File: src/design/rbfr_pkg.sv
// Types, codes and the CRC-16 byte update for the ring bus frame receiver
package rbfr_pkg;

	// Defaults for the top level parameters
	localparam int MAX_LEN_DEF  = 34;
	localparam int NUM_ADDR_DEF = 16;

	// Preamble, address, CRC and timeout constants
	localparam logic [7:0]  PRE0         = 8'hA5;
	localparam logic [7:0]  PRE1         = 8'h5A;
	localparam logic [4:0]  UNASSIGNED   = 5'd16;
	localparam logic [15:0] CRC_POLY     = 16'h1021;
	localparam logic [7:0]  TIMEOUT_RST  = 8'd25;
	localparam logic [15:0] CRC_SEED_RST = 16'hFFFF;

	// Operation codes of an input transaction
	localparam logic [1:0] OP_BYTE     = 2'd0;
	localparam logic [1:0] OP_TICK     = 2'd1;
	localparam logic [1:0] OP_OVERFLOW = 2'd2;

	// Configuration register indexes
	localparam logic CFG_TIMEOUT = 1'b0;
	localparam logic CFG_SEED    = 1'b1;

	// Command bytes
	localparam logic [7:0] CMD_STORE_FWD = 8'h01;
	localparam logic [7:0] CMD_CUT_THRU  = 8'h02;
	localparam logic [7:0] CMD_SET_ADDR  = 8'h03;
	localparam logic [7:0] CMD_DUTY      = 8'h10;

	// Frame kinds
	localparam logic [2:0] KIND_STORE_FWD = 3'd0;
	localparam logic [2:0] KIND_CUT_THRU  = 3'd1;
	localparam logic [2:0] KIND_SET_ADDR  = 3'd2;
	localparam logic [2:0] KIND_DUTY      = 3'd3;
	localparam logic [2:0] KIND_TO_ME     = 3'd4;
	localparam logic [2:0] KIND_TO_OTHER  = 3'd5;
	localparam logic [2:0] KIND_STATUS    = 3'd6;
	localparam logic [2:0] KIND_IGNORED   = 3'd7;

	// Reply modes
	localparam logic [1:0] REPLY_FULL = 2'd0;
	localparam logic [1:0] REPLY_ACK  = 2'd1;
	localparam logic [1:0] REPLY_NONE = 2'd2;

	// Sub-command limits
	localparam logic [5:0] SUB_QUERY_A = 6'h10;
	localparam logic [5:0] SUB_QUERY_B = 6'h11;
	localparam logic [5:0] SUB_MAX     = 6'h13;

	typedef enum logic [1:0] {
		PH_SCAN0,
		PH_SCAN1,
		PH_BUF
	} phase_t;

	typedef struct packed {
		logic [1:0] operation;
		logic [7:0] data_byte;
	} item_t;

	typedef struct packed {
		logic               crc_ok;
		logic [2:0]         frame_kind;
		logic [7:0]         command;
		logic [5:0]         payload_len;
		logic               forward;
		logic [5:0]         sub_command;
		logic [1:0]         reply_sel;
		logic signed [15:0] slot_duty;
		logic               slot_duty_valid;
		logic [4:0]         next_address;
		logic               address_reply;
		logic [4:0]         own_address;
	} result_t;

	// Captured frame context handed to the classifier
	typedef struct packed {
		logic        crc_match;
		logic [7:0]  command;
		logic [7:0]  second;
		logic [15:0] duty;
		logic [4:0]  device_address;
		logic        forward_mode;
		logic        start_mode;
	} frame_info_t;

	// State updates decided by the classifier
	typedef struct packed {
		logic [4:0] device_address;
		logic       forward_mode;
	} frame_upd_t;

	// CRC-16-CCITT, MSB first, one byte
	function automatic logic [15:0] crc16_byte(input logic [15:0] crc, input logic [7:0] b);
		logic [15:0] c;
		c = crc ^ {b, 8'h00};
		for (int i = 0; i < 8; i++) begin
			c = c[15] ? ({c[14:0], 1'b0} ^ CRC_POLY) : {c[14:0], 1'b0};
		end
		return c;
	endfunction

endpackage

File: src/design/rbfr_classify.sv
// Frame classifier: command class, forwarding, enumeration, duty slot, sub-commands
module rbfr_classify #(
	parameter int MAX_LEN       = rbfr_pkg::MAX_LEN_DEF,
	parameter int NUM_ADDRESSES = rbfr_pkg::NUM_ADDR_DEF,
	localparam int POS_W        = $clog2(MAX_LEN + 4)
) (
	input  rbfr_pkg::frame_info_t info,
	input  logic [POS_W-1:0]      frame_len,
	output rbfr_pkg::result_t     result,
	output rbfr_pkg::frame_upd_t  upd
);

	logic       assigned;
	logic       len_ge2;
	logic [7:0] raw;
	logic [5:0] sub;
	logic [1:0] rm;
	logic [5:0] slot_end;

	assign assigned = (info.device_address != rbfr_pkg::UNASSIGNED);
	assign len_ge2  = (frame_len >= POS_W'(2));
	assign raw      = len_ge2 ? info.second : 8'h00;
	assign sub      = raw[5:0];
	// 2 + 2 * address, the slot must end inside the payload
	assign slot_end = {1'b0, info.device_address[3:0], 1'b0} + 6'd2;

	// Reply mode for an addressed command
	always_comb begin
		case (raw[7:6])
			2'b01:   rm = rbfr_pkg::REPLY_ACK;
			2'b10:   rm = rbfr_pkg::REPLY_NONE;
			default: rm = rbfr_pkg::REPLY_FULL;
		endcase
		if (sub == rbfr_pkg::SUB_QUERY_A || sub == rbfr_pkg::SUB_QUERY_B)
			rm = rbfr_pkg::REPLY_FULL;
		if (sub == 6'd0 || sub > rbfr_pkg::SUB_MAX)
			rm = rbfr_pkg::REPLY_NONE;
	end

	// Classification and state updates
	always_comb begin
		result = '0;
		upd.device_address = info.device_address;
		upd.forward_mode   = info.forward_mode;
		if (info.crc_match) begin
			result.frame_kind = rbfr_pkg::KIND_IGNORED;
			case (info.command)
				rbfr_pkg::CMD_STORE_FWD: begin
					result.frame_kind = rbfr_pkg::KIND_STORE_FWD;
					upd.forward_mode  = 1'b1;
					result.forward    = info.start_mode;
				end
				rbfr_pkg::CMD_CUT_THRU: begin
					result.frame_kind = rbfr_pkg::KIND_CUT_THRU;
					upd.forward_mode  = 1'b0;
					result.forward    = info.start_mode;
				end
				rbfr_pkg::CMD_SET_ADDR: begin
					result.frame_kind = rbfr_pkg::KIND_SET_ADDR;
					if (len_ge2 && info.second < 8'(NUM_ADDRESSES)) begin
						if (!assigned)
							upd.device_address = info.second[4:0];
						result.next_address  = info.second[4:0] + 5'd1;
						result.address_reply = 1'b1;
					end
				end
				rbfr_pkg::CMD_DUTY: begin
					result.frame_kind = rbfr_pkg::KIND_DUTY;
					if (assigned && {3'b000, slot_end} < 9'(frame_len)) begin
						result.slot_duty       = info.duty;
						result.slot_duty_valid = 1'b1;
						result.forward         = info.forward_mode;
					end
				end
				default: begin
					if (info.command inside {[8'h20:8'h2F]}) begin
						if (!assigned || {1'b0, info.command[3:0]} != info.device_address) begin
							result.frame_kind = rbfr_pkg::KIND_TO_OTHER;
							result.forward    = info.forward_mode;
						end else begin
							result.frame_kind  = rbfr_pkg::KIND_TO_ME;
							result.sub_command = sub;
							result.reply_sel   = rm;
						end
					end else if (info.command inside {[8'h40:8'h5F]}) begin
						result.frame_kind = rbfr_pkg::KIND_STATUS;
						result.forward    = info.forward_mode;
					end
				end
			endcase
			result.crc_ok      = 1'b1;
			result.command     = info.command;
			result.payload_len = 6'(frame_len);
			result.own_address = upd.device_address;
		end
	end

endmodule

File: src/design/ring_bus_frame_receiver_core.sv
// Ring bus frame receiver: preamble hunt, length, payload, CRC check, frame decode
//
//   channel   | signals                              | accepted when
//   ----------+--------------------------------------+------------------------------
//   item      | item_valid, item_ready, item         | item_valid && item_ready
//   result    | result_valid, result_ready, result   | result_valid && result_ready
//   config    | cfg_wr_en, cfg_index, cfg_data       | cfg_wr_en
//
// One transaction per cycle sustained while the result channel is not stalled; a frame result
// is offered once its last CRC byte has passed the input register, then the result register.
// The CRC byte update and the frame classifier sit between those two registers.
// Reset clears all control state and returns to hunting for the preamble.
// A stalled result holds the result register; one more item waits in the input register.
module ring_bus_frame_receiver_core #(
	parameter int MAX_LEN       = rbfr_pkg::MAX_LEN_DEF,
	parameter int NUM_ADDRESSES = rbfr_pkg::NUM_ADDR_DEF
) (
	input  logic              clk,
	input  logic              arst_n,
	input  logic              item_valid,
	output logic              item_ready,
	input  rbfr_pkg::item_t   item,
	output logic              result_valid,
	input  logic              result_ready,
	output rbfr_pkg::result_t result,
	input  logic              cfg_wr_en,
	input  logic              cfg_index,
	input  logic [15:0]       cfg_data
);

	localparam int POS_W = $clog2(MAX_LEN + 4);

	// Input register
	logic            item_valid_s1;
	rbfr_pkg::item_t item_s1;
	logic            advance;

	// Configuration
	logic [7:0]  timeout_ticks_q;
	logic [15:0] crc_seed_q;

	// Receiver state
	rbfr_pkg::phase_t phase_q, phase_n;
	logic [POS_W-1:0] byte_pos_q;
	logic [7:0]       timeout_q;
	logic [15:0]      crc_q;
	logic [7:0]       rcv_hi_q;
	logic [POS_W-1:0] frame_len_q;
	logic [7:0]       cmd_q;
	logic [7:0]       second_q;
	logic [15:0]      duty_q;
	logic [4:0]       dev_addr_q;
	logic             relay_mode_q;
	logic             start_mode_q;

	// Result register
	logic              result_valid_q;
	rbfr_pkg::result_t result_q;

	// Decode of the current transaction
	logic [1:0]       op;
	logic [7:0]       b;
	logic             buf_byte;
	logic [POS_W-1:0] pos_n;
	logic [POS_W-1:0] idx;
	logic [8:0]       idx_x;
	logic [8:0]       off_x;
	logic             is_len;
	logic             bad_len;
	logic             is_pay;
	logic             is_crc_hi;
	logic             finish;
	logic [15:0]      crc_upd;

	rbfr_pkg::frame_info_t info;
	rbfr_pkg::result_t     cls_result;
	rbfr_pkg::frame_upd_t  cls_upd;

	assign advance    = item_valid_s1 && (!result_valid_q || result_ready);
	assign item_ready = !item_valid_s1 || advance;

	// Input register
	always_ff @(posedge clk or negedge arst_n) begin
		if (!arst_n) begin
			item_valid_s1 <= 1'b0;
		end else if (item_valid && item_ready) begin
			item_valid_s1 <= 1'b1;
		end else if (advance) begin
			item_valid_s1 <= 1'b0;
		end
	end

	always_ff @(posedge clk) begin
		if (item_valid && item_ready)
			item_s1 <= item;
	end

	// Configuration writes
	always_ff @(posedge clk or negedge arst_n) begin
		if (!arst_n) begin
			timeout_ticks_q <= rbfr_pkg::TIMEOUT_RST;
			crc_seed_q      <= rbfr_pkg::CRC_SEED_RST;
		end else if (cfg_wr_en) begin
			case (cfg_index)
				rbfr_pkg::CFG_TIMEOUT: timeout_ticks_q <= cfg_data[7:0];
				rbfr_pkg::CFG_SEED:    crc_seed_q      <= cfg_data;
				default: ;
			endcase
		end
	end

	// Byte position decode inside a frame
	assign op        = item_s1.operation;
	assign b         = item_s1.data_byte;
	assign buf_byte  = (op == rbfr_pkg::OP_BYTE) && (phase_q == rbfr_pkg::PH_BUF);
	assign pos_n     = byte_pos_q + POS_W'(1);
	assign idx       = pos_n - POS_W'(2);
	assign idx_x     = 9'(idx);
	assign off_x     = {4'b0000, dev_addr_q[3:0], 1'b1};
	assign is_len    = (pos_n == POS_W'(1));
	assign bad_len   = (b == 8'd0) || (b > 8'(MAX_LEN));
	assign is_pay    = !is_len && (pos_n <= frame_len_q + POS_W'(1));
	assign is_crc_hi = !is_len && !is_pay && (pos_n == frame_len_q + POS_W'(2));
	assign finish    = buf_byte && !is_len && !is_pay && !is_crc_hi;
	assign crc_upd   = rbfr_pkg::crc16_byte(crc_q, b);

	// Frame classifier
	assign info.crc_match      = (crc_q == {rcv_hi_q, b});
	assign info.command        = cmd_q;
	assign info.second         = second_q;
	assign info.duty           = duty_q;
	assign info.device_address = dev_addr_q;
	assign info.forward_mode   = relay_mode_q;
	assign info.start_mode     = start_mode_q;

	rbfr_classify #(
		.MAX_LEN       (MAX_LEN),
		.NUM_ADDRESSES (NUM_ADDRESSES)
	) u_classify (
		.info      (info),
		.frame_len (frame_len_q),
		.result    (cls_result),
		.upd       (cls_upd)
	);

	// Receive phase next state
	always_comb begin
		phase_n = phase_q;
		if (advance) begin
			case (op)
				rbfr_pkg::OP_OVERFLOW: phase_n = rbfr_pkg::PH_SCAN0;
				rbfr_pkg::OP_TICK: begin
					if (phase_q != rbfr_pkg::PH_SCAN0 && timeout_q == 8'd1)
						phase_n = rbfr_pkg::PH_SCAN0;
				end
				rbfr_pkg::OP_BYTE: begin
					case (phase_q)
						rbfr_pkg::PH_SCAN0: begin
							if (b == rbfr_pkg::PRE0)
								phase_n = rbfr_pkg::PH_SCAN1;
						end
						rbfr_pkg::PH_SCAN1: begin
							if (b == rbfr_pkg::PRE1)
								phase_n = rbfr_pkg::PH_BUF;
							else if (b != rbfr_pkg::PRE0)
								phase_n = rbfr_pkg::PH_SCAN0;
						end
						rbfr_pkg::PH_BUF: begin
							if ((is_len && bad_len) || finish)
								phase_n = rbfr_pkg::PH_SCAN0;
						end
						default: phase_n = rbfr_pkg::PH_SCAN0;
					endcase
				end
				default: ;
			endcase
		end
	end

	always_ff @(posedge clk or negedge arst_n) begin
		if (!arst_n)
			phase_q <= rbfr_pkg::PH_SCAN0;
		else
			phase_q <= phase_n;
	end

	// Frame datapath: position, timeout, CRC and captured bytes
	always_ff @(posedge clk or negedge arst_n) begin
		if (!arst_n) begin
			byte_pos_q   <= '0;
			timeout_q    <= 8'd0;
			crc_q        <= rbfr_pkg::CRC_SEED_RST;
			rcv_hi_q     <= 8'd0;
			frame_len_q  <= '0;
			cmd_q        <= 8'd0;
			second_q     <= 8'd0;
			duty_q       <= 16'd0;
			dev_addr_q   <= rbfr_pkg::UNASSIGNED;
			relay_mode_q <= 1'b0;
			start_mode_q <= 1'b0;
		end else if (advance) begin
			case (op)
				rbfr_pkg::OP_OVERFLOW: begin
					byte_pos_q <= '0;
					timeout_q  <= 8'd0;
				end
				rbfr_pkg::OP_TICK: begin
					if (phase_q != rbfr_pkg::PH_SCAN0 && timeout_q != 8'd0) begin
						timeout_q <= timeout_q - 8'd1;
						if (timeout_q == 8'd1)
							byte_pos_q <= '0;
					end
				end
				rbfr_pkg::OP_BYTE: begin
					case (phase_q)
						rbfr_pkg::PH_SCAN0: begin
							if (b == rbfr_pkg::PRE0)
								timeout_q <= timeout_ticks_q;
						end
						rbfr_pkg::PH_SCAN1: begin
							if (b == rbfr_pkg::PRE1) begin
								byte_pos_q   <= '0;
								start_mode_q <= relay_mode_q;
								timeout_q    <= timeout_ticks_q;
								crc_q        <= crc_seed_q;
								rcv_hi_q     <= 8'd0;
								cmd_q        <= 8'd0;
								second_q     <= 8'd0;
								duty_q       <= 16'd0;
							end else if (b == rbfr_pkg::PRE0) begin
								timeout_q <= timeout_ticks_q;
							end else begin
								timeout_q <= 8'd0;
							end
						end
						rbfr_pkg::PH_BUF: begin
							// A bad length or the last CRC byte ends the frame
							if ((is_len && bad_len) || finish) begin
								byte_pos_q <= '0;
								timeout_q  <= 8'd0;
							end else begin
								byte_pos_q <= pos_n;
								timeout_q  <= timeout_ticks_q;
							end
							if (is_len) begin
								if (!bad_len) begin
									frame_len_q <= POS_W'(b);
									crc_q       <= crc_upd;
								end
							end else if (is_pay) begin
								crc_q <= crc_upd;
								if (idx == '0)
									cmd_q <= b;
								if (idx == POS_W'(1))
									second_q <= b;
								if (dev_addr_q != rbfr_pkg::UNASSIGNED) begin
									if (idx_x == off_x)
										duty_q[15:8] <= b;
									else if (idx_x == off_x + 9'd1)
										duty_q[7:0] <= b;
								end
							end else if (is_crc_hi) begin
								rcv_hi_q <= b;
							end else begin
								// Last CRC byte: apply decoded updates
								dev_addr_q   <= cls_upd.device_address;
								relay_mode_q <= cls_upd.forward_mode;
							end
						end
						default: ;
					endcase
				end
				default: ;
			endcase
		end
	end

	// Result register
	always_ff @(posedge clk or negedge arst_n) begin
		if (!arst_n) begin
			result_valid_q <= 1'b0;
		end else if (advance) begin
			result_valid_q <= finish;
		end else if (result_ready) begin
			result_valid_q <= 1'b0;
		end
	end

	always_ff @(posedge clk) begin
		if (advance && finish)
			result_q <= cls_result;
	end

	assign result_valid = result_valid_q;
	assign result       = result_q;

endmodule

File: config.mk
export PLATFORM = sky130hd
export DESIGN_NAME = ring_bus_frame_receiver_core
export DESIGN_NICKNAME = d
export VERILOG_FILES = /design/src/design/rbfr_pkg.sv /design/src/design/rbfr_classify.sv /design/src/design/ring_bus_frame_receiver_core.sv
export SDC_FILE = /design/constraint.sdc
export NUM_CORES = 1
export LEC_CHECK = 0
export BUFFER_PORTS_ARGS = -buffer_cell sky130_fd_sc_hd__buf_4
export CELL_PAD_IN_SITES_DETAIL_PLACEMENT = 1
export CELL_PAD_IN_SITES_GLOBAL_PLACEMENT = 2
export CORE_ASPECT_RATIO = 0.5
export CORE_UTILIZATION = 40
export CTS_BUF_LIST = sky130_fd_sc_hd__clkbuf_16
export CTS_CLUSTER_SIZE = 10
export DETAILED_ROUTE_END_ITERATION = 12
export GPL_TIMING_DRIVEN = 0
export PLACE_DENSITY_LB_ADDON = 0.1
export SLEW_MARGIN = 20
export SYNTH_ARGS = -nofsm -noshare
export SYNTH_HDL_FRONTEND = slang
export SYNTH_HIERARCHICAL = 1
export SYNTH_SLANG_ARGS = --single-unit
File: constraint.sdc
create_clock -name clk -period 4.51 [get_ports clk]
set_input_delay 0.6765 -clock clk [delete_from_list [all_inputs] [get_ports clk]]
set_output_delay 0.6765 -clock clk [all_outputs]
set_load 0.02 [all_outputs]
==> flow_metrics.py <==
metrics = {
    "outcome": {
        "status": "finished, final reports clean",
    },
    "worst_setup_path": {
        "r2r_cells": 12,
        "critical_path_class": "register to register",
        "endpoint_kind": "register",
        "crit_path_start": "byte_pos_q[0]$_DFFE_PN0P_",
        "r2r-end": "result[27]$_DFFE_PP_",
        "rr_startpoint": "byte_pos_q[0]$_DFFE_PN0P_",
        "critPathCapture": "result[27]$_DFFE_PP_",
        "required_ns": 4.59,
        "reg2reg_setup_slack_ns": 0.28,
        "start_kind": "register",
        "cp.arrival_ns": 4.31,
        "crit_fanout": 64,
    },
    "timing": {
        "setup_viol": 0,
        "hold_viol": 0,
        "timing.fmax_mhz": 236,
        "final_max_slew_viol_count": 0,
        "rsz0062_at_grt": "false",
        "period_needed_ns": 4.23,
        "skew_ns": 0.00707,
        "maxSlewHeadroom_pct": 42.4,
        "min_period_over_period_pct": 93.8,
        "tightest_slew_ns": 0.863,
        "setup_slack_ns": 0.280,
    },
    "power_and_ir_drop": {
        "total_power_mw": 3.90,
        "powerDensity_nw_per_um2": 331,
        "p_sw_mw": 1.05,
        "p_comb_share_pct": 12.2,
        "ir_worst_vdd_uv": 278,
        "clockPowerShare_pct": 40.1,
        "power_frac_seq_pct": 47.7,
        "intPower_mw": 2.86,
        "leakagePower_nw": 4.57,
        "p_sw_share_pct": 26.8,
    },
    "clock_network": {
        "root_buffer": "clkbuf_16",
        "cts_made_buffers": 17,
        "clk_pin_slew_worst_paths_ns": 0.07,
        "htreeDepth": 4,
        "worstSkewPairLatency_ns": 0.45,
        "numClockSinks": 176,
        "cts_tree": "built",
        "cts_buffer_depth": 2,
        "cts.repair.resized": 0,
        "ctsHoldBuffers": 0,
        "postCtsSetupRepairBufs": 0,
    },
    "grt": {
        "grt_pass1_vias": 7825,
        "grt_max_degree": 73,
        "grt_overflow": 0,
        "antenna_found_initial": 1,
        "grt_pass1_wl_um": 45000,
        "grtUsageTotal_pct": 22.9,
    },
    "yosys": {
        "yosys.area.top_type_share_pct": 19.4,
        "yosys_register_bits": 176,
        "synth_top_family_by_area": "simple AND/OR/NAND/NOR gates",
        "synth.cell_area_um2": 10100,
        "yosys_warnings": 6,
        "muxShareOfSynthArea_pct": 6.01,
        "synth_area_leaders": "edfxtp_1, dfrtp_1, dfstp_2, mux2_2, xnor2_1",
        "synth_nets": 983,
        "netlist_instances": 922,
        "synth_xor_xnor_area_share_pct": 7.23,
        "synthAdderAreaFrac_pct": 3.72,
        "ys.flop_type": "dfrtp_1",
        "synthSimpleGateAreaFrac_pct": 18.6,
        "ys_async_sr_fraction_pct": 63.1,
        "syn_avg_cell_area_um2": 10.9,
        "yosysUniqueCellTypes": 90,
        "yosysMostFrequentCell": "dfrtp_1",
        "synth_common_cells": "dfrtp_1, nand2_1, edfxtp_1, nand3_1, nor2_1",
        "yosysSeqAreaShare_pct": 47.5,
        "synth_top_area_cell": "edfxtp_1",
        "synth_compound_area_share_pct": 12.7,
        "synth_edf_count": 65,
    },
    "routing": {
        "drc": 0,
        "dr.pass1.iters": 5,
        "drt-vias-per-instance": 5.39,
        "wirelength_um": 27900,
        "ant_nets": 0,
        "vias": 7436,
        "drt_iter0_drc": 450,
        "routedWlPerCell_um": 20.2,
    },
    "floorplan": {
        "coreArea_um2": 24300,
        "dieHeight_um": 114,
        "fp.dieArea_um2": 25800,
        "rows": 40,
        "die_w_um": 226,
        "start_util_pct": 41.3,
        "num_io_pins": 89,
    },
    "finish": {
        "area.growth.synth_to_final_pct": 17.2,
        "final_area_um2": 11800,
        "drive_above_1_share_pct": 26.3,
        "fin_cells": 1380,
        "finish.net_count": 1092,
        "diodes": 0,
        "utilization_pct": 48.5,
    },
    "min_path": {
        "hp-class": "input port to asynchronous set/reset pin",
    },
    "place": {
        "dp_hpwl_um": 20400,
        "portBuffers": 88,
        "place_ws_ns": 0.328,
        "globalplace.congestion": 0.845,
        "place_area_um2": 11200,
        "dp_cells": 1348,
    },
    "run": {
        "drv_cap": 0,
    },
}
[how the worst min path moves through the flow]
stage	startpoint	end	depth (start not counted)
2_1_floorplan	arst_n	byte_pos_q[0]$_DFFE_PN0P_	0
3_3_place_gp	timeout_ticks_q[7]$_DFFE_PN0P_	timeout_q[7]$_DFFE_PN0P_	1
3_5_place_dp	duty_q[12]$_DFFE_PN0P_	duty_q[12]$_DFFE_PN0P_	1
4_1_cts	arst_n	timeout_q[7]$_DFFE_PN0P_	1
5_1_grt	arst_n	timeout_q[1]$_DFFE_PN0P_	1
6_report	arst_n	timeout_ticks_q[2]$_DFFE_PN0P_	1
[sequential cells by signal (all words and copies together), names as in the netlist]
register / count
rcv_hi_q: 8
result: 55
crc_q: 16
dev_addr_q: 5
timeout_q: 8
frame_len_q: 6
crc_seed_q: 16
op: 2
duty_q: 16
phase_q: 2
byte_pos_q: 6
relay_mode_q: 1
item_valid_s1: 1
timeout_ticks_q: 8
second_q: 8
b: 8
cmd_q: 8
start_mode_q: 1
result_valid: 1
[metal layers]
metal	vias up	share of wire (%)	global-route usage, %
li1	3541	-	-
met1	3771	50	32.1
met2	106	47	37.3
met3	18	3.0	3.98
met4	0	0.85	4.82
met5	-	0	0
[cell families after synthesis]
family	after synthesis
and+or+nand+nor	335
DFF	176
AOI/OAI and AO/OA	162
buffers and inverters	90
xor gates and xnor gates	74
muxes	55
adders and majority gates	30
[stage by stage]
| stage | hold WS, ns | setup TNS, ns |
|---|---|---|
| after floorplan | 0.381 | 0 |
| after global placement | 0.462 | -2.30 |
| after detailed placement | 0.472 | 0 |
| after CTS | 0.136 | 0 |
| after global routing | 0.151 | 0 |
| final | 0.143 | 0 |
[critical path, stage by stage, from the launching register on]
cell and delay, ns:
dfrtp_1 0.50, ha_1 0.25, buf_4 0.17, and3_4 0.22, xnor2_4 0.26, inv_2 0.12
ha_1 0.32, nand3_1 0.12, a21o_1 0.17, a21o_1 0.26, a311oi_2 0.34, and3_1 0.35
buf_4 0.68
[power groups by stage]
stage                     clock (mW)  sequential [mW]  combinational (mW)
after floorplan                    0             1.86               0.336
after global placement             0             1.89               0.458
after detailed placement           0             1.89               0.476
after CTS                       1.61             1.86               0.479
after global routing            1.67             1.88               0.535
final                           1.57             1.86               0.475
[final cells by class]
type	count	area [um2]
clock inverter	15	180
multi-input combinational	656	4860
tap	336	420
buffer	49	275
fill	2715	12500
inverter	41	154
sequential	176	4770
timing repair buffer	90	699
clock buffer	17	425
[cell usage in the layout, fill, tap and decap left out, types with 27 or more instances in the layout]
master,n
nor2_1,56
nand2_1,71
mux2_2,39
buf_4,94
inv_1,37
nand3_1,59
o21ai_0,27
edfxtp_1,65
dfstp_2,36
ha_1,29
a21oi_1,35
and2_1,31
xnor2_1,43
dfrtp_1,75
Note: power is estimated with default switching activity, not from simulation.
